`src/rtl/s2rc_pkg.sv`:
```
package s2rc_pkg;

    // Field widths
    localparam int TIME_W      = 32;
    localparam int RATE_W      = 48;
    localparam int FRAC_W      = 16;
    localparam int STATUS_W    = 3;
    localparam int CFG_IDX_W   = 2;

    // Parameter defaults
    localparam int VALUE_BITS_DEF = 40;
    localparam int WRAP_BITS_DEF  = 32;

    // Rate range ends
    localparam logic signed [RATE_W-1:0] RATE_MAX = {1'b0, {(RATE_W-1){1'b1}}};
    localparam logic signed [RATE_W-1:0] RATE_MIN = {1'b1, {(RATE_W-1){1'b0}}};

    // Configuration register indexes
    localparam logic [CFG_IDX_W-1:0] CFG_KIND       = 2'd0;
    localparam logic [CFG_IDX_W-1:0] CFG_RANGE_MODE = 2'd1;
    localparam logic [CFG_IDX_W-1:0] CFG_MIN_RATE   = 2'd2;
    localparam logic [CFG_IDX_W-1:0] CFG_MAX_RATE   = 2'd3;

    // Source kinds
    localparam logic [1:0] KIND_GAUGE    = 2'd0;
    localparam logic [1:0] KIND_COUNTER  = 2'd1;
    localparam logic [1:0] KIND_DERIVE   = 2'd2;
    localparam logic [1:0] KIND_ABSOLUTE = 2'd3;

    // Bound handling modes
    localparam logic [1:0] MODE_IGNORE  = 2'd0;
    localparam logic [1:0] MODE_DISCARD = 2'd1;
    localparam logic [1:0] MODE_CLAMP   = 2'd2;

    // Result status codes
    localparam logic [STATUS_W-1:0] ST_NORMAL  = 3'd0;
    localparam logic [STATUS_W-1:0] ST_ZERO    = 3'd1;
    localparam logic [STATUS_W-1:0] ST_STALE   = 3'd2;
    localparam logic [STATUS_W-1:0] ST_CLAMP   = 3'd3;
    localparam logic [STATUS_W-1:0] ST_DISCARD = 3'd4;

    // Divider status toward the sequencer
    typedef struct packed {
        logic done;
        logic ovf;
    } t_div_stat;

endpackage

```
`src/rtl/s2rc_div.sv`:
```
module s2rc_div #(
    parameter int DIVD_W = 67
) (
    input  logic                          i_clk,
    input  logic                          i_rst_n,
    input  logic                          i_start,
    input  logic [DIVD_W-1:0]             i_dividend,
    input  logic [s2rc_pkg::TIME_W-1:0]   i_divisor,
    output logic [s2rc_pkg::RATE_W-1:0]   o_quot,
    output s2rc_pkg::t_div_stat           o_stat
);

    localparam int CNT_W = $clog2(DIVD_W + 1);
    localparam int DEN_W = s2rc_pkg::TIME_W;
    localparam int Q_W   = s2rc_pkg::RATE_W;

    logic [DIVD_W-1:0] r_dvd;
    logic [DEN_W-1:0]  r_den;
    logic [DEN_W-1:0]  r_rem;
    logic [Q_W-1:0]    r_q;
    logic              r_ovf;
    logic [CNT_W-1:0]  r_cnt;
    logic              r_busy;
    logic              r_done;

    logic [DEN_W:0]    rem_sh;
    logic [DEN_W:0]    rem_sub;
    logic              q_bit;

    // One restoring step: shift in the next dividend bit, try the subtract
    assign rem_sh  = {r_rem, r_dvd[DIVD_W-1]};
    assign rem_sub = rem_sh - {1'b0, r_den};
    assign q_bit   = rem_sh >= {1'b0, r_den};

    always_ff @(posedge i_clk) begin
        if (!i_rst_n) begin
            r_busy <= 1'b0;
            r_done <= 1'b0;
            r_cnt  <= '0;
        end else begin
            r_done <= 1'b0;
            if (i_start) begin
                r_dvd  <= i_dividend;
                r_den  <= i_divisor;
                r_rem  <= '0;
                r_q    <= '0;
                r_ovf  <= 1'b0;
                r_cnt  <= CNT_W'(DIVD_W);
                r_busy <= 1'b1;
            end else if (r_busy) begin
                r_dvd <= r_dvd << 1;
                r_rem <= q_bit ? rem_sub[DEN_W-1:0] : rem_sh[DEN_W-1:0];
                // remember any quotient bit pushed past the rate width
                r_ovf <= r_ovf | r_q[Q_W-1];
                r_q   <= {r_q[Q_W-2:0], q_bit};
                r_cnt <= r_cnt - 1'b1;
                if (r_cnt == CNT_W'(1)) begin
                    r_busy <= 1'b0;
                    r_done <= 1'b1;
                end
            end
        end
    end

    assign o_quot      = r_q;
    assign o_stat.done = r_done;
    assign o_stat.ovf  = r_ovf;

endmodule

```
`src/rtl/sample_to_rate_converter.sv`:
```
// Steps: a zero or stale sample, or a counter/derive with no previous reading, goes
// straight to the done state; gauge or a counter drop beyond the wrap range runs the
// difference, wrap, sign and bound states; a divided rate adds multiply, divider start
// and the divider, one quotient bit per cycle for DIVD_W = 67 bits. One request at a time;
// the next request is taken the cycle after the result enters the output register.
// Reset: synchronous active low; clears configuration, previous sample, control.
module sample_to_rate_converter #(
    parameter int VALUE_BITS = s2rc_pkg::VALUE_BITS_DEF,
    parameter int WRAP_BITS  = s2rc_pkg::WRAP_BITS_DEF
) (
    input  logic                                    i_clk,
    input  logic                                    i_rst_n,
    // input channel
    input  logic                                    i_valid,
    output logic                                    o_stall,
    input  logic [s2rc_pkg::TIME_W-1:0]             i_sample_time,
    input  logic signed [VALUE_BITS-1:0]            i_sample_value,
    // output channel
    output logic                                    o_valid,
    input  logic                                    i_stall,
    output logic signed [s2rc_pkg::RATE_W-1:0]      o_rate,
    output logic [s2rc_pkg::STATUS_W-1:0]           o_status,
    // configuration channel
    input  logic                                    i_cfg_valid,
    output logic                                    o_cfg_ready,
    input  logic [s2rc_pkg::CFG_IDX_W-1:0]          i_cfg_index,
    input  logic [s2rc_pkg::RATE_W-1:0]             i_cfg_data
);

    localparam int RATE_W = s2rc_pkg::RATE_W;
    localparam int TIME_W = s2rc_pkg::TIME_W;
    localparam int FRAC_W = s2rc_pkg::FRAC_W;
    localparam int MAXB   = (VALUE_BITS > WRAP_BITS) ? VALUE_BITS : WRAP_BITS;
    localparam int DIFF_W = MAXB + 2;
    localparam int MAG_W  = DIFF_W - 1;
    localparam int NUM_W  = MAG_W + 10;
    localparam int DIVD_W = NUM_W + FRAC_W;
    localparam logic signed [DIFF_W-1:0] WRAP_ADD = DIFF_W'(1) << WRAP_BITS;

    typedef enum logic [3:0] {
        S_IDLE,
        S_DIFF,
        S_WRAP,
        S_ABS,
        S_MUL,
        S_START,
        S_DIV,
        S_BOUND,
        S_DONE
    } t_state;

    t_state                          r_state;
    logic [1:0]                      r_kind;
    logic [1:0]                      r_mode;
    logic signed [RATE_W-1:0]        r_min;
    logic signed [RATE_W-1:0]        r_max;
    logic [TIME_W-1:0]               r_prev_time;
    logic signed [VALUE_BITS-1:0]    r_prev_val;
    logic signed [VALUE_BITS-1:0]    r_val;
    logic signed [VALUE_BITS-1:0]    r_old;
    logic [TIME_W-1:0]               r_dt;
    logic signed [DIFF_W-1:0]        r_diff;
    logic                            r_neg;
    logic [MAG_W-1:0]                r_mag;
    logic [NUM_W-1:0]                r_num;
    logic signed [RATE_W-1:0]        r_rate;
    logic [s2rc_pkg::STATUS_W-1:0]   r_status;
    logic                            r_out_valid;
    logic signed [RATE_W-1:0]        r_out_rate;
    logic [s2rc_pkg::STATUS_W-1:0]   r_out_status;

    logic                            in_acc;
    logic                            out_load;
    logic                            is_stale;
    logic                            no_prev;
    logic signed [63:0]              g_ext;
    logic signed [63:0]              g_wide;
    logic                            lo_hit;
    logic                            hi_hit;
    logic [RATE_W-1:0]               div_quot;
    s2rc_pkg::t_div_stat             div_stat;

    // Bit-serial divider
    s2rc_div #(
        .DIVD_W (DIVD_W)
    ) u_div (
        .i_clk      (i_clk),
        .i_rst_n    (i_rst_n),
        .i_start    (r_state == S_START),
        .i_dividend ({r_num, {FRAC_W{1'b0}}}),
        .i_divisor  (r_dt),
        .o_quot     (div_quot),
        .o_stat     (div_stat)
    );

    // Handshake terms
    assign o_stall     = (r_state != S_IDLE);
    assign in_acc      = i_valid && (r_state == S_IDLE);
    assign out_load    = (r_state == S_DONE) && (!r_out_valid || !i_stall);
    assign o_cfg_ready = 1'b1;

    // Sample classification at accept
    assign is_stale = (r_kind != s2rc_pkg::KIND_GAUGE) && (r_prev_time >= i_sample_time);
    assign no_prev  = ((r_kind == s2rc_pkg::KIND_COUNTER) || (r_kind == s2rc_pkg::KIND_DERIVE))
                      && (r_prev_val == '0);

    // Gauge scaling
    assign g_ext  = 64'(r_diff);
    assign g_wide = g_ext <<< FRAC_W;

    // Bound checks
    assign lo_hit = (r_min != '0) && (r_rate < r_min);
    assign hi_hit = (r_max != '0) && (r_rate > r_max);

    always_ff @(posedge i_clk) begin
        if (!i_rst_n) begin
            r_state     <= S_IDLE;
            r_kind      <= s2rc_pkg::KIND_GAUGE;
            r_mode      <= s2rc_pkg::MODE_IGNORE;
            r_min       <= '0;
            r_max       <= '0;
            r_prev_time <= '0;
            r_prev_val  <= '0;
            r_out_valid <= 1'b0;
        end else begin
            // take configuration writes
            if (i_cfg_valid) begin
                unique case (i_cfg_index)
                    s2rc_pkg::CFG_KIND:       r_kind <= i_cfg_data[1:0];
                    s2rc_pkg::CFG_RANGE_MODE: r_mode <= i_cfg_data[1:0];
                    s2rc_pkg::CFG_MIN_RATE:   r_min  <= i_cfg_data;
                    s2rc_pkg::CFG_MAX_RATE:   r_max  <= i_cfg_data;
                    default: ;
                endcase
            end

            // drain or load the output register
            if (out_load) begin
                r_out_valid  <= 1'b1;
                r_out_rate   <= r_rate;
                r_out_status <= r_status;
            end else if (r_out_valid && !i_stall) begin
                r_out_valid <= 1'b0;
            end

            unique case (r_state)
                S_IDLE: begin
                    if (in_acc) begin
                        r_rate   <= '0;
                        r_val    <= i_sample_value;
                        r_old    <= r_prev_val;
                        r_dt     <= i_sample_time - r_prev_time;
                        if (i_sample_value == '0) begin
                            r_status <= s2rc_pkg::ST_ZERO;
                            r_state  <= S_DONE;
                        end else if (is_stale) begin
                            r_status <= s2rc_pkg::ST_STALE;
                            r_state  <= S_DONE;
                        end else begin
                            r_status    <= s2rc_pkg::ST_NORMAL;
                            r_prev_time <= i_sample_time;
                            r_prev_val  <= i_sample_value;
                            r_state     <= no_prev ? S_DONE : S_DIFF;
                        end
                    end
                end
                S_DIFF: begin
                    if ((r_kind == s2rc_pkg::KIND_COUNTER) ||
                        (r_kind == s2rc_pkg::KIND_DERIVE)) begin
                        r_diff <= DIFF_W'(r_val) - DIFF_W'(r_old);
                    end else begin
                        r_diff <= DIFF_W'(r_val);
                    end
                    r_state <= S_WRAP;
                end
                S_WRAP: begin
                    // counter rollover
                    if ((r_kind == s2rc_pkg::KIND_COUNTER) && (r_diff < 0)) begin
                        r_diff <= r_diff + WRAP_ADD;
                    end
                    r_state <= S_ABS;
                end
                S_ABS: begin
                    r_neg <= r_diff < 0;
                    r_mag <= (r_diff < 0) ? MAG_W'(-r_diff) : MAG_W'(r_diff);
                    if (r_kind == s2rc_pkg::KIND_GAUGE) begin
                        if (g_ext >= 64'sd2147483648) begin
                            r_rate <= s2rc_pkg::RATE_MAX;
                        end else if (g_ext <= -64'sd2147483648) begin
                            r_rate <= s2rc_pkg::RATE_MIN;
                        end else begin
                            r_rate <= g_wide[RATE_W-1:0];
                        end
                        r_state <= S_BOUND;
                    end else if ((r_kind == s2rc_pkg::KIND_COUNTER) && (r_diff < 0)) begin
                        // drop beyond the wrap range
                        r_rate  <= s2rc_pkg::RATE_MAX;
                        r_state <= S_BOUND;
                    end else begin
                        r_state <= S_MUL;
                    end
                end
                S_MUL: begin
                    // times 1000 as 1024 - 32 + 8
                    r_num   <= (NUM_W'(r_mag) << 10) - (NUM_W'(r_mag) << 5)
                               + (NUM_W'(r_mag) << 3);
                    r_state <= S_START;
                end
                S_START: begin
                    r_state <= S_DIV;
                end
                S_DIV: begin
                    if (div_stat.done) begin
                        if (r_neg) begin
                            if (div_stat.ovf ||
                                (div_quot[RATE_W-1] && (div_quot[RATE_W-2:0] != '0))) begin
                                r_rate <= s2rc_pkg::RATE_MIN;
                            end else begin
                                r_rate <= -$signed(div_quot);
                            end
                        end else begin
                            if (div_stat.ovf || div_quot[RATE_W-1]) begin
                                r_rate <= s2rc_pkg::RATE_MAX;
                            end else begin
                                r_rate <= $signed(div_quot);
                            end
                        end
                        r_state <= S_BOUND;
                    end
                end
                S_BOUND: begin
                    if ((r_rate != '0) && (r_mode != s2rc_pkg::MODE_IGNORE)) begin
                        if (lo_hit) begin
                            if (r_mode == s2rc_pkg::MODE_CLAMP) begin
                                r_rate   <= r_min;
                                r_status <= s2rc_pkg::ST_CLAMP;
                            end else begin
                                r_rate   <= '0;
                                r_status <= s2rc_pkg::ST_DISCARD;
                            end
                        end else if (hi_hit) begin
                            if (r_mode == s2rc_pkg::MODE_CLAMP) begin
                                r_rate   <= r_max;
                                r_status <= s2rc_pkg::ST_CLAMP;
                            end else begin
                                r_rate   <= '0;
                                r_status <= s2rc_pkg::ST_DISCARD;
                            end
                        end
                    end
                    r_state <= S_DONE;
                end
                S_DONE: begin
                    if (out_load) begin
                        r_state <= S_IDLE;
                    end
                end
                default: r_state <= S_IDLE;
            endcase
        end
    end

    assign o_valid  = r_out_valid;
    assign o_rate   = r_out_rate;
    assign o_status = r_out_status;

endmodule

```
`config.mk`:
```
export PLATFORM = sky130hd
export DESIGN_NAME = sample_to_rate_converter
export DESIGN_NICKNAME = d
export VERILOG_FILES = /design/src/rtl/s2rc_pkg.sv /design/src/rtl/s2rc_div.sv /design/src/rtl/sample_to_rate_converter.sv
export SDC_FILE = /design/constraint.sdc
export NUM_CORES = 2
export LEC_CHECK = 0
export ABC_AREA = 1
export BUFFER_PORTS_ARGS = -buffer_cell sky130_fd_sc_hd__buf_4
export CORE_MARGIN = 2
export CORE_UTILIZATION = 32
export DETAILED_ROUTE_END_ITERATION = 8
export HOLD_SLACK_MARGIN = 0.03
export PLACE_DENSITY = 0.58
export SLEW_MARGIN = 15
export SYNTH_ARGS = -nofsm -noshare
export SYNTH_HDL_FRONTEND = slang
export SYNTH_HIERARCHICAL = 1
export SYNTH_SLANG_ARGS = --single-unit
export TNS_END_PERCENT = 5
```
`constraint.sdc`:
```
create_clock -name i_clk -period 10.7 [get_ports i_clk]
set_input_delay 0.535 -clock i_clk [delete_from_list [all_inputs] [get_ports i_clk]]
set_output_delay 0.535 -clock i_clk [all_outputs]
set_load 0.05 [all_outputs]
```
==> qor.yml <==
status: "finished clean"
hpwlAfterDp_um: 103000
gp_congestion: 0.946
drc: 0
cts_sinks: 712
std_cell_rows: 137
hold-worst-slack_ns: 0.0870
netSwitchingPower_uw: 3540
ios: 181
hold-path-endpoint: "r_prev_time[6]"
post_drt_wl_per_cell_um: 17.0
seqPwrFrac_pct: 38.3
pwr_density_cell_nw_per_um2: 187
path_buf_inv: 2
drive_above_1_share_pct: 7.60
synthArstFlopShare_pct: 0
clock_latency_ns: 0.71
worstPathRequired_ns: 11.02
grt.total_usage_pct: 18.5
fmax_ghz: 0.228
reg2reg_from: "r_rate[31]"
fin_skew_ns: 0.0269
overflow: 0
hold_class: "in2reg"
syn_area_um2: 45100
worstPathArrival_ns: 4.70
cts_tree: "yes"
dpl.cell_count: 7702
hold_start: "i_sample_time[6]"
synthFlopType: "edfxtp_1"
drv_slew: 0
power.share.combinational_pct: 31.7
r2r_end: "r_rate[35]"
postCtsSetupRepairBufs: 0
path_cells: "ha_1 -> a21oi_1 -> o21ai_0 -> nor2_1 -> nand2_1 -> a21oi_1 -> nand2_1 -> nand2_2 -> nand3_2 -> nand3_1 -> nand2_1 -> inv_2 -> buf_4"
reg2reg_slack_ns: 6.32
cp_common_cell: "nand2_1"
crit_fanout: 48
worstSetupEndpointType: "register"
die-area_um2: 144000
core_area_um2: 140000
clk_pin_slew_ns: 0.06
path_delay_family: "simple AND/OR/NAND/NOR gates"
final.setup.tns_ns: 0
layout_worst_path_cycle_share_pct: 41.0
synth_cell_types: 72
ctsResizeCount: 0
initial_utilization_pct: 32.3
viasPerCell: 4.86
routed_wl_um: 135000
p_leak_uw: 0.0228
worstMarginPinSlew_ns: 1.15
startpoint_type: "register"
dr_total_vias: 38500
worstHoldPathCells: 3
yosys_warnings: 6
grt_pass1_wl_um: 208000
layout.nets: 6395
crit_type: "reg2reg"
worst-r2r-cell-count: 13
max_stage_delay_ns: 0.72
switching_share_pct: 36.6
fp.dieW_um: 379
syn_inst: 5756
min_period_ns: 4.38
drt_first_iter_violations: 3168
ys_seq_area_share_pct: 43.3
clock_path_buffers: 3
p_int_uw: 6130
p_clk_share_pct: 30.0
stdcell_count: 7919
cap_viol_max_count: 0
avgSynthCellArea_um2: 7.83
cpMaxStageDelayCell: "nand2_2"
rsz0062_at_grt: "no"
numCtsBuffers: 80
postLayoutCoreUtil_pct: 37.1
fillers: 14500
vdd_drop_max_mv: 0.152
grt_max_degree: 106
die-height_um: 379
synth_edf_count: 526
htree_levels: 3
detailedRoute.firstPassIterationCount: 6
yosys_register_bits: 712
setup_violations: 0
antenna_left: 0
grt_antenna_before_repair: 7
relSlewSlack_pct: 23.4
hold_violations: 0
area_growth_syn_to_layout_pct: 14.9
grt_pass1_vias: 36400
portBuffers: 179
cts_root_buffer: "clkbuf_16"
[layer usage]
| metal | wire length [um] | track usage, % | up-vias |
|---|---|---|---|
| li1 | - | - | 19300 |
| met1 | 62700 | 25.6 | 18000 |
| met2 | 61100 | 29.5 | 976 |
| met3 | 6420 | 2.16 | 233 |
| met4 | 4740 | 6.96 | 2 |
| met5 | 13 | 0 | - |
[stage by stage]
| step | power [uW] | cell area [um^2] | worst slack [ns] |
|---|---|---|---|
| after floorplan | 5820 | 45200 | 1.38 |
| after detailed placement | 6760 | 48400 | 6.44 |
| final | 9680 | 51800 | 6.32 |
| after global placement | 6730 | 48400 | 6.49 |
| after global routing | 10300 | 51800 | 6.05 |
| after CTS | 9710 | 51800 | 6.41 |
[power groups by stage]
stage               combinational [uW]  sequential [uW]  clock [uW]
floorplan                         2130             3690           0
global placement                  2970             3760           0
detailed placement                3000             3760           0
CTS                               3040             3710        2970
global route                      3440             3740        3070
finish                            3070             3710        2900
[tightest hold or removal path, delay by kind of cell]
| kind | cells | cell delay [ns] |
|---|---|---|
| buffers and inverters | 1 | 0.09 |
| and+or+nand+nor | 2 | 0.12 |
[cells in the mapped netlist (10+ instances only)]
library cell / n / share of area (%)
buf_2: 18 / 0.20
nor4_1: 49 / 0.68
buf_1: 11 / 0.092
edfxtp_1: 526 / 35
nand2_2: 12 / 0.17
o21bai_1: 19 / 0.32
nand3_1: 233 / 2.6
o21ai_1: 14 / 0.16
o21ai_0: 283 / 3.1
nand2_1: 1427 / 12
dfxtp_1: 186 / 8.3
a21o_1: 26 / 0.43
nand4_1: 146 / 2.0
nand3_2: 10 / 0.22
xor2_1: 122 / 2.4
ha_1: 262 / 7.3
a31oi_1: 31 / 0.43
o21a_1: 11 / 0.18
clkbuf_1: 106 / 0.88
and2_1: 10 / 0.14
inv_2: 11 / 0.092
inv_1: 887 / 7.4
buf_4: 12 / 0.20
buf_6: 11 / 0.27
fa_1: 37 / 1.6
nor2_2: 37 / 0.51
nor2_1: 657 / 5.5
nor3_1: 63 / 0.70
xnor2_1: 33 / 0.64
a21oi_1: 376 / 4.2
o211ai_1: 13 / 0.22
nand3b_1: 26 / 0.43
[timing repair]
item                                   CTS  global route
endpoints found under the hold margin   64             0
setup endpoints to repair                0             0
hold buffers                            60             0
[kinds of logic after synthesis]
group / count (synthesis) / share of synthesized area [%]
adders and majority gates: 299 / 8.91
other: 2 / 0.0167
buffers and inverters: 1065 / 9.26
DFF: 712 / 43.3
and+or+nand+nor: 2701 / 25.5
muxes: 1 / 0.0222
AOI/OAI and AO/OA: 821 / 9.95
xor gates and xnor gates: 155 / 3.01
[layout by cell type, fill, tap and decap left out, types with 31 or more instances in the layout]
cell           synthesis  routed
dlygate4sd3_1          0      60
ha_1                 262     261
fa_1                  37      37
nor2_2                37      39
nor3_1                63      60
inv_1                887     884
nand3_1              233     232
xor2_1               122     122
nand4_1              146     146
xnor2_1               33      33
dfxtp_1              186     186
a21oi_1              376     376
clkbuf_16              0      80
a31oi_1               31      31
nor2_1               657     652
o21ai_0              283     283
nor4_1                49      49
edfxtp_1             526     526
nand2_1             1427    1426
buf_4                 12     212
[final cells by class]
cell class,instances,area (um^2),share of cell area [%]
clock inverter,44,572,1.10
antenna,6,15.0,0.0290
clock buffer,106,2190,4.23
tap,1876,2350,4.53
multi-input combinational,3997,21500,41.6
timing repair buffer,273,2210,4.27
inverter,905,3410,6.58
sequential,712,19500,37.7
[worst max path at each step]
stage,to,slack [ns],depth (start not counted),from
floorplan,r_dt[0],1.38,5,r_state[3]
global placement,r_rate[29],6.49,13,r_rate[31]
global route,r_rate[35],6.05,12,r_rate[29]
detailed placement,r_rate[30],6.44,13,r_rate[31]
finish,r_rate[35],6.32,13,r_rate[31]
CTS,r_rate[25],6.41,13,r_rate[31]
[flip-flops by register name (all words and copies together) (netlist names), 4 cells and up]
signal / cells
u_div/r_dvd: 67
o_rate: 48
r_max: 48
r_min: 48
r_num: 48
r_rate: 48
u_div/o_quot: 48
r_diff: 42
r_mag: 41
r_old: 40
r_prev_val: 40
r_val: 40
r_dt: 32
r_prev_time: 32
u_div/r_den: 32
u_div/r_rem: 32
u_div/r_cnt: 7
r_state: 4
No activity file was read; power rests on OpenSTA's default activity.
